## config.mk

```make
export PLATFORM = sky130hd
export DESIGN_NAME = random_step_sequencer_with_envelope
export DESIGN_NICKNAME = d
export VERILOG_FILES = /design/src/rsse_pkg.sv /design/src/rsse_ctrl.sv /design/src/rsse_dp.sv /design/src/random_step_sequencer_with_envelope.sv
export SDC_FILE = /design/constraint.sdc
export NUM_CORES = 2
export LEC_CHECK = 0
export ABC_CLOCK_PERIOD_IN_PS = 11800
export BUFFER_PORTS_ARGS = -buffer_cell sky130_fd_sc_hd__buf_2
export CELL_PAD_IN_SITES_DETAIL_PLACEMENT = 1
export CELL_PAD_IN_SITES_GLOBAL_PLACEMENT = 2
export CORE_MARGIN = 2
export CORE_UTILIZATION = 43
export DETAILED_ROUTE_END_ITERATION = 8
export PLACE_DENSITY = 0.88
export SLEW_MARGIN = 5
export SYNTH_ARGS = -nofsm -noshare
export SYNTH_HDL_FRONTEND = slang
export SYNTH_SLANG_ARGS = --single-unit
```

## constraint.sdc

```tcl
create_clock -name clk -period 11.8 [get_ports clk]
set_input_delay 2.95 -clock clk [delete_from_list [all_inputs] [get_ports clk]]
set_output_delay 2.95 -clock clk [all_outputs]
set_load 0.02 [all_outputs]
```

## src/rsse_pkg.sv

```systemverilog
// Shared types, widths and constants for the random step sequencer lane.
// Used by rsse_ctrl, rsse_dp, the top level and the checker.
package rsse_pkg;

    localparam int MAX_STEPS = 16;
    localparam int STEP_W    = (MAX_STEPS > 2) ? $clog2(MAX_STEPS) : 1;
    localparam int LEN_W     = $clog2(MAX_STEPS + 1);
    localparam int DIV_W     = STEP_W + 1;
    localparam int DCNT_W    = $clog2(DIV_W + 1);

    localparam int SC_W    = 5;
    localparam int PER_W   = 22;
    localparam int DYN_W   = 16;
    localparam int RISE_W  = 17;
    localparam int ENV_W   = 24;
    localparam int HOLD_W  = 27;
    localparam int PITCH_W = 16;
    localparam int DRAW_W  = 16;
    localparam int IDX_W   = 4;
    localparam int MAG_W   = 15;

    localparam int JQ_W   = 17;
    localparam int LENP_W = PER_W + LEN_W;
    localparam int MA_W   = LENP_W;
    localparam int MB_W   = JQ_W;
    localparam int MP_W   = MA_W + MB_W;

    localparam int CFG_W     = 24;
    localparam int CFG_IDX_W = 3;

    localparam int IN_W  = 56;
    localparam int OUT_W = 48;

    localparam int OUT_PITCH_LSB = 0;
    localparam int OUT_ENV_LSB   = 16;
    localparam int OUT_RUN_BIT   = 40;

    localparam logic [ENV_W-1:0]  ENV_FULL   = 24'hFFFFFF;
    localparam logic [HOLD_W-1:0] HOLD_MAX   = 27'h7FFFFFF;
    localparam logic [JQ_W-1:0]   JIT_BASE   = 17'd58982;
    localparam logic [JQ_W-1:0]   JIT_SPAN   = 17'd13107;
    localparam logic [DYN_W-1:0]  DYN_MOST_NEG = 16'h8000;

    typedef enum logic [CFG_IDX_W-1:0] {
        CFG_STEP_COUNT = 3'd0,
        CFG_PERIOD     = 3'd1,
        CFG_DYNAMICS   = 3'd2,
        CFG_RISE_TICKS = 3'd3,
        CFG_RISE_STEP  = 3'd4,
        CFG_FALL_STEP  = 3'd5
    } cfg_index_t;

    typedef enum logic [3:0] {
        EG_IDLE = 4'b0001,
        EG_RISE = 4'b0010,
        EG_PEAK = 4'b0100,
        EG_FALL = 4'b1000
    } env_phase_t;

    typedef enum logic [2:0] {
        MUL_NONE   = 3'd0,
        MUL_SQUARE = 3'd1,
        MUL_CUBE   = 3'd2,
        MUL_JITTER = 3'd3,
        MUL_LENGTH = 3'd4,
        MUL_HOLD   = 3'd5
    } mul_op_t;

    typedef struct packed {
        logic    load;
        mul_op_t mul_op;
        logic    update;
        logic    out_load;
    } rsse_cmd_t;

    typedef struct packed {
        logic is_write;
        logic div_done;
    } rsse_status_t;

endpackage

```

## src/rsse_ctrl.sv

```systemverilog
// Sequencing state machine for the sequencer lane: handshakes and datapath commands.
// Depends on rsse_pkg.
module rsse_ctrl (
    input  logic                  clk,
    input  logic                  rst_n,
    input  logic                  s_tvalid,
    output logic                  s_tready,
    output logic                  m_tvalid,
    input  logic                  m_tready,
    output rsse_pkg::rsse_cmd_t    cmd,
    input  rsse_pkg::rsse_status_t status
);

    typedef enum logic [7:0] {
        ST_IDLE   = 8'b00000001,
        ST_SQUARE = 8'b00000010,
        ST_JITTER = 8'b00000100,
        ST_LENGTH = 8'b00001000,
        ST_CUBE   = 8'b00010000,
        ST_HOLD   = 8'b00100000,
        ST_UPDATE = 8'b01000000,
        ST_DONE   = 8'b10000000
    } state_t;

    state_t state_reg, state_next;
    logic   out_valid_reg, out_valid_next;

    always_comb
    begin
        state_next   = state_reg;
        cmd.load     = 1'b0;
        cmd.mul_op   = rsse_pkg::MUL_NONE;
        cmd.update   = 1'b0;
        cmd.out_load = 1'b0;
        s_tready     = 1'b0;
        case (state_reg)
            ST_IDLE:
            begin
                s_tready = 1'b1;
                if (s_tvalid)
                begin
                    cmd.load   = 1'b1;
                    state_next = ST_SQUARE;
                end
            end
            ST_SQUARE:
            begin
                cmd.mul_op = rsse_pkg::MUL_SQUARE;
                state_next = status.is_write ? ST_UPDATE : ST_JITTER;
            end
            ST_JITTER:
            begin
                cmd.mul_op = rsse_pkg::MUL_JITTER;
                state_next = ST_LENGTH;
            end
            ST_LENGTH:
            begin
                cmd.mul_op = rsse_pkg::MUL_LENGTH;
                state_next = ST_CUBE;
            end
            ST_CUBE:
            begin
                cmd.mul_op = rsse_pkg::MUL_CUBE;
                state_next = ST_HOLD;
            end
            ST_HOLD:
            begin
                cmd.mul_op = rsse_pkg::MUL_HOLD;
                if (status.div_done)
                    state_next = ST_UPDATE;
            end
            ST_UPDATE:
            begin
                cmd.update = 1'b1;
                state_next = ST_DONE;
            end
            ST_DONE:
            begin
                if (!out_valid_reg || m_tready)
                begin
                    cmd.out_load = 1'b1;
                    state_next   = ST_IDLE;
                end
            end
            default:
            begin
                state_next = ST_IDLE;
            end
        endcase
    end

    always_comb
    begin
        out_valid_next = out_valid_reg;
        if (cmd.out_load)
            out_valid_next = 1'b1;
        else if (m_tready)
            out_valid_next = 1'b0;
    end

    always_ff @(posedge clk or negedge rst_n)
    begin
        if (!rst_n)
        begin
            state_reg     <= ST_IDLE;
            out_valid_reg <= 1'b0;
        end
        else
        begin
            state_reg     <= state_next;
            out_valid_reg <= out_valid_next;
        end
    end

    assign m_tvalid = out_valid_reg;

endmodule

```

## src/rsse_dp.sv

```systemverilog
// Datapath of the sequencer lane: config registers, lane state, pitch memory,
// shared multiplier, step remainder unit and output register. Depends on rsse_pkg.
module rsse_dp (
    input  logic                              clk,
    input  logic                              rst_n,
    input  rsse_pkg::rsse_cmd_t                cmd,
    output rsse_pkg::rsse_status_t             status,
    input  logic [rsse_pkg::IN_W-1:0]          s_tdata,
    input  logic                              s_tuser,
    input  logic                              wr_en,
    input  logic [rsse_pkg::CFG_IDX_W-1:0]     wr_index,
    input  logic [rsse_pkg::CFG_W-1:0]         wr_data,
    output logic [rsse_pkg::OUT_W-1:0]         m_tdata
);

    // configuration
    logic [rsse_pkg::SC_W-1:0]   step_count_reg;
    logic [rsse_pkg::PER_W-1:0]  period_reg;
    logic [rsse_pkg::DYN_W-1:0]  dynamics_reg;
    logic [rsse_pkg::RISE_W-1:0] rise_ticks_reg;
    logic [rsse_pkg::ENV_W-1:0]  rise_step_reg;
    logic [rsse_pkg::ENV_W-1:0]  fall_step_reg;

    // captured request
    logic                          cmd_reg;
    logic                          btn_in_reg;
    logic [rsse_pkg::IDX_W-1:0]    idx_reg;
    logic [rsse_pkg::PITCH_W-1:0]  epitch_reg;
    logic [rsse_pkg::DRAW_W-1:0]   chance_reg;
    logic [rsse_pkg::DRAW_W-1:0]   jit_reg;

    // lane state
    logic                          run_reg, run_next;
    logic                          btn_last_reg, btn_last_next;
    logic [rsse_pkg::STEP_W-1:0]   step_reg, step_next;
    logic [rsse_pkg::PER_W-1:0]    phase_reg, phase_next;
    logic [rsse_pkg::HOLD_W-1:0]   hold_reg, hold_next;
    logic [rsse_pkg::PITCH_W-1:0]  held_reg, held_next;
    logic                          mute_reg, mute_next;
    logic [rsse_pkg::ENV_W-1:0]    level_reg, level_next;
    rsse_pkg::env_phase_t           ph_reg, ph_next;
    logic [rsse_pkg::PITCH_W-1:0]  pitch_mem_reg [rsse_pkg::MAX_STEPS];

    // multiplier results
    logic [rsse_pkg::MAG_W-1:0]    sq_reg;
    logic [rsse_pkg::MAG_W-1:0]    cube_reg;
    logic [rsse_pkg::JQ_W-1:0]     jq_reg;
    logic [rsse_pkg::LENP_W-1:0]   len_reg;
    logic [rsse_pkg::LENP_W:0]     hsc_reg;

    // step remainder unit
    logic [rsse_pkg::DIV_W-1:0]    div_x_reg;
    logic [rsse_pkg::LEN_W-1:0]    div_rem_reg;
    logic [rsse_pkg::DCNT_W-1:0]   div_cnt_reg;
    logic [rsse_pkg::LEN_W:0]      div_t;

    logic [rsse_pkg::OUT_W-1:0]    out_reg;

    logic [rsse_pkg::LEN_W-1:0]    lane_len;
    logic [rsse_pkg::PER_W-1:0]    per;
    logic [rsse_pkg::MAG_W-1:0]    mag;
    logic [rsse_pkg::DYN_W-1:0]    dyn_neg;
    logic [rsse_pkg::MA_W-1:0]     mul_a;
    logic [rsse_pkg::MB_W-1:0]     mul_b;
    logic [rsse_pkg::MP_W-1:0]     prod;
    logic [rsse_pkg::LENP_W+1:0]   hsum;
    logic [rsse_pkg::HOLD_W-1:0]   hold_new;
    logic [rsse_pkg::PITCH_W-1:0]  step_pitch;
    logic                          hit;
    logic                          dyn_pos;
    logic                          dyn_neg_sel;
    logic [rsse_pkg::PER_W:0]      phase_inc;
    logic [rsse_pkg::ENV_W-1:0]    env_s;
    logic [rsse_pkg::ENV_W:0]      env_sum;
    logic [rsse_pkg::PITCH_W-1:0]  pitch_out;

    always_comb
    begin
        if (step_count_reg == '0)
            lane_len = rsse_pkg::LEN_W'(1);
        else if (int'(step_count_reg) > rsse_pkg::MAX_STEPS)
            lane_len = rsse_pkg::LEN_W'(rsse_pkg::MAX_STEPS);
        else
            lane_len = rsse_pkg::LEN_W'(step_count_reg);
        per = (period_reg == '0) ? rsse_pkg::PER_W'(1) : period_reg;
        dyn_neg = ~dynamics_reg + rsse_pkg::DYN_W'(1);
        if (dynamics_reg == rsse_pkg::DYN_MOST_NEG)
            mag = '1;
        else if (dynamics_reg[rsse_pkg::DYN_W-1])
            mag = dyn_neg[rsse_pkg::MAG_W-1:0];
        else
            mag = dynamics_reg[rsse_pkg::MAG_W-1:0];
    end

    // shared multiplier
    always_comb
    begin
        case (cmd.mul_op)
            rsse_pkg::MUL_SQUARE:
            begin
                mul_a = rsse_pkg::MA_W'(mag);
                mul_b = rsse_pkg::MB_W'(mag);
            end
            rsse_pkg::MUL_CUBE:
            begin
                mul_a = rsse_pkg::MA_W'(sq_reg);
                mul_b = rsse_pkg::MB_W'(mag);
            end
            rsse_pkg::MUL_JITTER:
            begin
                mul_a = rsse_pkg::MA_W'(jit_reg);
                mul_b = rsse_pkg::JIT_SPAN;
            end
            rsse_pkg::MUL_LENGTH:
            begin
                mul_a = rsse_pkg::MA_W'(per);
                mul_b = rsse_pkg::MB_W'(lane_len);
            end
            rsse_pkg::MUL_HOLD:
            begin
                mul_a = len_reg;
                mul_b = jq_reg;
            end
            default:
            begin
                mul_a = '0;
                mul_b = '0;
            end
        endcase
        prod = rsse_pkg::MP_W'(mul_a) * rsse_pkg::MP_W'(mul_b);
    end

    always_ff @(posedge clk)
    begin
        case (cmd.mul_op)
            rsse_pkg::MUL_SQUARE: sq_reg   <= prod[2*rsse_pkg::MAG_W-1:rsse_pkg::MAG_W];
            rsse_pkg::MUL_CUBE:   cube_reg <= prod[2*rsse_pkg::MAG_W-1:rsse_pkg::MAG_W];
            rsse_pkg::MUL_JITTER: jq_reg   <= rsse_pkg::JIT_BASE
                                              + rsse_pkg::JQ_W'(prod[31:16]);
            rsse_pkg::MUL_LENGTH: len_reg  <= prod[rsse_pkg::LENP_W-1:0];
            rsse_pkg::MUL_HOLD:   hsc_reg  <= prod[16 +: rsse_pkg::LENP_W+1];
            default:
            begin
            end
        endcase
        if (cmd.load)
        begin
            cmd_reg    <= s_tuser;
            btn_in_reg <= s_tdata[0];
            idx_reg    <= s_tdata[4:1];
            epitch_reg <= s_tdata[20:5];
            chance_reg <= s_tdata[36:21];
            jit_reg    <= s_tdata[52:37];
        end
        if (cmd.out_load)
            out_reg <= {7'b0, run_reg, level_reg, pitch_out};
    end

    // (step + 1) mod length, one quotient bit per cycle
    assign div_t = {div_rem_reg, div_x_reg[rsse_pkg::DIV_W-1]};

    always_ff @(posedge clk or negedge rst_n)
    begin
        if (!rst_n)
        begin
            div_cnt_reg <= '0;
            div_x_reg   <= '0;
            div_rem_reg <= '0;
        end
        else if (cmd.load)
        begin
            div_cnt_reg <= rsse_pkg::DCNT_W'(rsse_pkg::DIV_W);
            div_x_reg   <= rsse_pkg::DIV_W'(step_reg) + rsse_pkg::DIV_W'(1);
            div_rem_reg <= '0;
        end
        else if (div_cnt_reg != '0)
        begin
            div_cnt_reg <= div_cnt_reg - rsse_pkg::DCNT_W'(1);
            div_x_reg   <= div_x_reg << 1;
            if (div_t >= {1'b0, lane_len})
                div_rem_reg <= rsse_pkg::LEN_W'(div_t - {1'b0, lane_len});
            else
                div_rem_reg <= rsse_pkg::LEN_W'(div_t);
        end
    end

    assign status = '{is_write: cmd_reg, div_done: (div_cnt_reg == '0)};

    // tick update
    always_comb
    begin
        hsum = (rsse_pkg::LENP_W+2)'(hsc_reg) + (rsse_pkg::LENP_W+2)'(rise_ticks_reg);
        hold_new = (hsum > (rsse_pkg::LENP_W+2)'(rsse_pkg::HOLD_MAX))
                   ? rsse_pkg::HOLD_MAX : rsse_pkg::HOLD_W'(hsum);
        step_pitch  = pitch_mem_reg[rsse_pkg::STEP_W'(div_rem_reg)];
        hit         = chance_reg < {cube_reg, 1'b0};
        dyn_pos     = !dynamics_reg[rsse_pkg::DYN_W-1] && (dynamics_reg != '0);
        dyn_neg_sel = dynamics_reg[rsse_pkg::DYN_W-1];

        run_next      = run_reg ^ (btn_in_reg & ~btn_last_reg);
        btn_last_next = btn_in_reg;
        hold_next     = (hold_reg != '0) ? hold_reg - rsse_pkg::HOLD_W'(1) : '0;
        phase_next    = phase_reg;
        step_next     = step_reg;
        mute_next     = mute_reg;
        held_next     = held_reg;
        level_next    = level_reg;
        ph_next       = ph_reg;
        phase_inc     = {1'b0, phase_reg} + (rsse_pkg::PER_W+1)'(1);
        env_s         = '0;
        env_sum       = '0;

        if (run_next)
        begin
            if (phase_inc >= {1'b0, per})
            begin
                phase_next = rsse_pkg::PER_W'(phase_inc - {1'b0, per});
                step_next  = rsse_pkg::STEP_W'(div_rem_reg);
                mute_next  = 1'b0;
                if (hold_next == '0 && ph_reg == rsse_pkg::EG_IDLE)
                begin
                    if (dyn_pos && hit)
                    begin
                        hold_next = hold_new;
                        held_next = step_pitch;
                        ph_next   = rsse_pkg::EG_RISE;
                    end
                    else if (dyn_neg_sel && hit)
                    begin
                        mute_next  = 1'b1;
                        level_next = '0;
                        ph_next    = rsse_pkg::EG_IDLE;
                    end
                    else
                    begin
                        held_next = step_pitch;
                        ph_next   = rsse_pkg::EG_RISE;
                    end
                end
            end
            else
            begin
                phase_next = rsse_pkg::PER_W'(phase_inc);
            end
        end
        else
        begin
            phase_next = '0;
            step_next  = '0;
            hold_next  = '0;
            mute_next  = 1'b0;
            level_next = '0;
            ph_next    = rsse_pkg::EG_IDLE;
        end

        case (ph_next)
            rsse_pkg::EG_RISE:
            begin
                env_s   = (rise_step_reg == '0) ? rsse_pkg::ENV_FULL : rise_step_reg;
                env_sum = {1'b0, level_next} + {1'b0, env_s};
                level_next = (env_sum >= {1'b0, rsse_pkg::ENV_FULL})
                             ? rsse_pkg::ENV_FULL : env_sum[rsse_pkg::ENV_W-1:0];
                if (level_next == rsse_pkg::ENV_FULL)
                    ph_next = (hold_next != '0) ? rsse_pkg::EG_PEAK
                                                : rsse_pkg::EG_FALL;
            end
            rsse_pkg::EG_PEAK:
            begin
                level_next = rsse_pkg::ENV_FULL;
                if (hold_next == '0)
                    ph_next = rsse_pkg::EG_FALL;
            end
            rsse_pkg::EG_FALL:
            begin
                env_s = (fall_step_reg == '0) ? rsse_pkg::ENV_FULL : fall_step_reg;
                if (level_next <= env_s)
                begin
                    level_next = '0;
                    ph_next    = rsse_pkg::EG_IDLE;
                end
                else
                begin
                    level_next = level_next - env_s;
                end
            end
            default:
            begin
            end
        endcase
    end

    always_ff @(posedge clk or negedge rst_n)
    begin
        if (!rst_n)
        begin
            run_reg      <= 1'b0;
            btn_last_reg <= 1'b0;
            step_reg     <= '0;
            phase_reg    <= '0;
            hold_reg     <= '0;
            held_reg     <= '0;
            mute_reg     <= 1'b0;
            level_reg    <= '0;
            ph_reg       <= rsse_pkg::EG_IDLE;
            for (int i = 0; i < rsse_pkg::MAX_STEPS; i++)
                pitch_mem_reg[i] <= '0;
        end
        else if (cmd.update)
        begin
            if (cmd_reg)
            begin
                if (int'(idx_reg) < rsse_pkg::MAX_STEPS)
                    pitch_mem_reg[rsse_pkg::STEP_W'(idx_reg)] <= epitch_reg;
            end
            else
            begin
                run_reg      <= run_next;
                btn_last_reg <= btn_last_next;
                step_reg     <= step_next;
                phase_reg    <= phase_next;
                hold_reg     <= hold_next;
                held_reg     <= held_next;
                mute_reg     <= mute_next;
                level_reg    <= level_next;
                ph_reg       <= ph_next;
            end
        end
    end

    // configuration writes
    always_ff @(posedge clk or negedge rst_n)
    begin
        if (!rst_n)
        begin
            step_count_reg <= rsse_pkg::SC_W'(3);
            period_reg     <= rsse_pkg::PER_W'(24000);
            dynamics_reg   <= '0;
            rise_ticks_reg <= '0;
            rise_step_reg  <= rsse_pkg::ENV_FULL;
            fall_step_reg  <= rsse_pkg::ENV_W'(699);
        end
        else if (wr_en)
        begin
            case (rsse_pkg::cfg_index_t'(wr_index))
                rsse_pkg::CFG_STEP_COUNT: step_count_reg <= wr_data[rsse_pkg::SC_W-1:0];
                rsse_pkg::CFG_PERIOD:     period_reg     <= wr_data[rsse_pkg::PER_W-1:0];
                rsse_pkg::CFG_DYNAMICS:   dynamics_reg   <= wr_data[rsse_pkg::DYN_W-1:0];
                rsse_pkg::CFG_RISE_TICKS: rise_ticks_reg <= wr_data[rsse_pkg::RISE_W-1:0];
                rsse_pkg::CFG_RISE_STEP:  rise_step_reg  <= wr_data[rsse_pkg::ENV_W-1:0];
                rsse_pkg::CFG_FALL_STEP:  fall_step_reg  <= wr_data[rsse_pkg::ENV_W-1:0];
                default:
                begin
                end
            endcase
        end
    end

    assign pitch_out = (run_reg && !mute_reg) ? held_reg : '0;
    assign m_tdata   = out_reg;

endmodule

```

## src/random_step_sequencer_with_envelope.sv

```systemverilog
// Top level of one random step sequencer lane with envelope.
// A sample tick runs the shared multiplier sequence (five products) and waits for
// the one-bit-per-cycle step remainder; a pitch write goes to its update after the first.
// Requests are taken one at a time, the next only after the last result is loaded.
// Reset: rst_n asynchronous, clears all lane state and pitch memory at once,
// configuration returns to its defaults; no clearing pass.
module random_step_sequencer_with_envelope (
    input  logic                            clk,
    input  logic                            rst_n,
    input  logic                            s_tvalid,
    output logic                            s_tready,
    // run_button[0], entry_index[4:1], entry_pitch[20:5], chance_draw[36:21],
    // jitter_draw[52:37], zero fill
    input  logic [rsse_pkg::IN_W-1:0]        s_tdata,
    // command[0]
    input  logic                            s_tuser,
    output logic                            m_tvalid,
    input  logic                            m_tready,
    // pitch_out[15:0], envelope_out[39:16], running_out[40], zero fill
    output logic [rsse_pkg::OUT_W-1:0]       m_tdata,
    input  logic                            wr_en,
    input  logic [rsse_pkg::CFG_IDX_W-1:0]   wr_index,
    input  logic [rsse_pkg::CFG_W-1:0]       wr_data
);

    rsse_pkg::rsse_cmd_t    cmd;
    rsse_pkg::rsse_status_t status;

    rsse_ctrl u_ctrl (
        .clk      (clk),
        .rst_n    (rst_n),
        .s_tvalid (s_tvalid),
        .s_tready (s_tready),
        .m_tvalid (m_tvalid),
        .m_tready (m_tready),
        .cmd      (cmd),
        .status   (status)
    );

    rsse_dp u_dp (
        .clk      (clk),
        .rst_n    (rst_n),
        .cmd      (cmd),
        .status   (status),
        .s_tdata  (s_tdata),
        .s_tuser  (s_tuser),
        .wr_en    (wr_en),
        .wr_index (wr_index),
        .wr_data  (wr_data),
        .m_tdata  (m_tdata)
    );

endmodule

```

==> run_results.csv <==
group,metric,value,unit
critical_path,rrSetupSlack,0.48,ns
critical_path,cp_common_cell,"inv_1",
pwr,seq_power_share,36.9,%
pwr,power.density,145,mW/mm2
routing,routed_via_density,5.87,
sta,min_period,11.32,ns
clock_tree,clk_path_buf_depth,3,
clock_tree,clock_latency,0.67,ns
critical_path,cp-start-kind,"flip-flop",
critical_path,criticalPathCategory,"flip-flop to flip-flop",
clock_tree,ctsResizeCount,0,
critical_path,crit_end,"u_dp.jq_reg[16]",
pwr,pwr-share-clk,30.6,%
outcome,status,"complete, no violations",
pwr,max-vdd-ir-drop,0.193,mV
die,die-area,0.120,mm2
sta,maxSlewHeadroom,14.3,%
clock_tree,holdBufCountCts,0,
finish,area_growth,10.2,%
critical_path,crit_cells,36,
critical_path,crit_family,"simple AND/OR/NAND/NOR gates",
global_route,grt_pass1_wl,253,mm
die,die_w,347,um
finish,final_util,47.8,%
critical_path,required,12.21,ns
placed_design,io_buffer_count,127,
routing,routed_wl,164,mm
clock_tree,cts-root-buf,"clkbuf_16",
sta,fmax,88.3,MHz
routing,wl_met1,70.5,mm
die,die_h,347,um
finish,largest_register_ffs,256,
finish,final_nets,5640,
critical_path,arrival,11.73,ns
critical_path,cp_num_buf_inv,9,
global_route,gr-total-overflow,0,
synthesis,yosysSeqAreaShare,35.8,%
global_route,grt_util_all_layers,27.4,%
finish,drive_gt1_share,18.5,%
sta,slew_viol_final,0,
pwr,p_switching,0.00303,W
critical_path,cpPeakStageDelay,0.76,ns
die,ios,139,
pwr,leakagePower,25.7,nW
synthesis,syn_avg_cell_area,10.4,um2
global_route,grt_max_degree,167,
routing,highest_layer,"met5",
synthesis,async_reset_ff_share,71.3,%
placed_design,globalplace.congestion,0.887,
global_route,grt_pass1_vias,41100,
pwr,p_int,0.00506,W
clock_tree,htreeDepth,3,
pwr,combPwrFrac,32.5,%
sta,setup-tns-final,0,ns
sta,hold_viol,0,
critical_path,end_kind,"flip-flop",
critical_path,crit_path_start,"u_dp.dynamics_reg[0]",
synthesis,synth-seq-cells,682,
routing,vias,38300,
die,start_util,43.4,%
sta,skew,0.0590,ns
routing,dr_wl_met3,8.95,mm
critical_path,path_max_fanout,10,
critical_path,ff2ff_path_depth,36,
routing,routedWlPerCell,25.1,um
placed_design,place_hpwl,122,mm
job,maxCapViolCount,0,
critical_path,critPathSlowestCell,"a22o_1",
sta,rsz0062_at_grt,"false",
clock_tree,cts_buffers,75,
clock_tree,cts_tree,"built",
critical_path,timing.rr.start,"u_dp.dynamics_reg[0]",
routing,antenna_left,0,
sta,period_share,96.0,%
die,row_count,125,
synthesis,synthCells,4857,
synthesis,yosysUniqueCellTypes,98,
synthesis,synth_edf_count,196,
critical_path,reg2reg_to,"u_dp.jq_reg[16]",
routing,wl_met2,79.8,mm
clock_tree,post_cts.repair.setup_buffers,0,
global_route,grt_antenna_before_repair,5,
clock_tree,clk_pin_slew_worst_paths,0.06,ns
worst_hold_path,hold_class,"flip-flop to flip-flop",
die,core-area,0.116,mm2
synthesis,synth_area,0.0505,mm2
synthesis,synth_top_flop_cell,"dfrtp_1",
clock_tree,cts.sinks,682,
routing,dr.pass1.iters,5,
sta,setup_viol,0,
routing,drc_errors,0,
routing,drtIter0Drc,2635,
sta,tightest_slew,1.29,ns
pwr,swShare,37.4,%
synthesis,ys_warn_count,0,
## power by group through the flow
stage | Combinational, W | Sequential (W) | Clock [W]
CTS | 0.00260 | 0.00298 | 0.00252
global placement | 0.00253 | 0.00300 | 0
detailed placement | 0.00258 | 0.00302 | 0
global route | 0.00286 | 0.00302 | 0.00260
floorplan | 0.00184 | 0.00284 | 0
finish | 0.00263 | 0.00299 | 0.00247
## routing by layer
metal | GRT usage (%) | vias up
met2 | 45.9 | 1180
met4 | 8.13 | 2
met5 | 0 | -
li1 | - | 16800
met3 | 3.04 | 258
met1 | 37.5 | 20100
## Yosys cell counts (31+ instances only)
cell type / count / area, um2
a22oi_1: 43 / 323
clkbuf_1: 201 / 754
ha_1: 231 / 2890
nand2_1: 575 / 2160
a21oi_1: 185 / 926
dfstp_2: 42 / 1100
mux2_2: 358 / 4030
mux4_2: 80 / 1800
nor2_1: 328 / 1230
or2_2: 43 / 269
o21ai_0: 201 / 1010
and2_1: 79 / 494
nand3_1: 65 / 325
a31oi_1: 31 / 194
xor2_1: 59 / 517
fa_1: 379 / 7590
a21o_1: 68 / 510
nor3_1: 63 / 315
edfxtp_1: 196 / 5890
nand4_1: 39 / 244
dfrtp_1: 444 / 11100
inv_1: 529 / 1990
xnor2_1: 99 / 867
nor4_1: 32 / 200
## final cells by class
type | count | area, um2
Clock buffer | 106 | 2050
Sequential cell | 682 | 18100
Multi-Input combinational cell | 3415 | 29600
Antenna cell | 3 | 7.51
Fill cell | 12700 | 60700
Tap cell | 1524 | 1910
Timing Repair Buffer | 236 | 1500
Clock inverter | 33 | 509
Inverter | 531 | 1990
## how the worst min path moves through the flow
stage | startpoint | end | slack, ns | cells after the start
after detailed placement | u_dp.level_reg[12] | u_dp.m_tdata[28] | 0.46 | 0
after global routing | u_dp.level_reg[22] | u_dp.m_tdata[38] | 0.49 | 0
after floorplan | u_dp.level_reg[5] | u_dp.m_tdata[21] | 0.44 | 0
after CTS | u_dp.level_reg[22] | u_dp.m_tdata[38] | 0.47 | 0
after global placement | u_dp.btn_last_reg | u_dp.btn_last_reg | 0.45 | 2
final | u_dp.level_reg[22] | u_dp.m_tdata[38] | 0.48 | 0
## cell families after synthesis
kind of cell    Yosys count  synth area share (%)
simple gates           1404                  13.0
compound gates          789                  10.1
buf+inv                 766                  5.84
flops                   682                  35.8
fa+ha+maj               610                  20.7
mux                     447                  11.7
xor+xnor                158                  2.74
other cells               1               0.00743
## stage by stage
step	power (W)	hold slack (ns)	worst slack [ns]	cells	instance area [um2]
floorplan	0.00468	0.438	1.82	4863	50500
detailed placement	0.00561	0.458	0.621	6388	53100
finish	0.00809	0.479	0.477	6530	55700
global route	0.00848	0.488	0.0350	6527	55700
global placement	0.00553	0.451	0.701	6388	53100
CTS	0.00810	0.470	0.587	6527	55700
## cells in the final DEF, fill, tap and decap left out, types with 184 or more instances in the layout
cell type	count
mux2_2	358
nor2_1	321
inv_1	529
ha_1	231
fa_1	379
nand2_1	574
edfxtp_1	196
o21ai_0	200
a21oi_1	184
dfrtp_1	442
(Power assumes the default switching activity.)
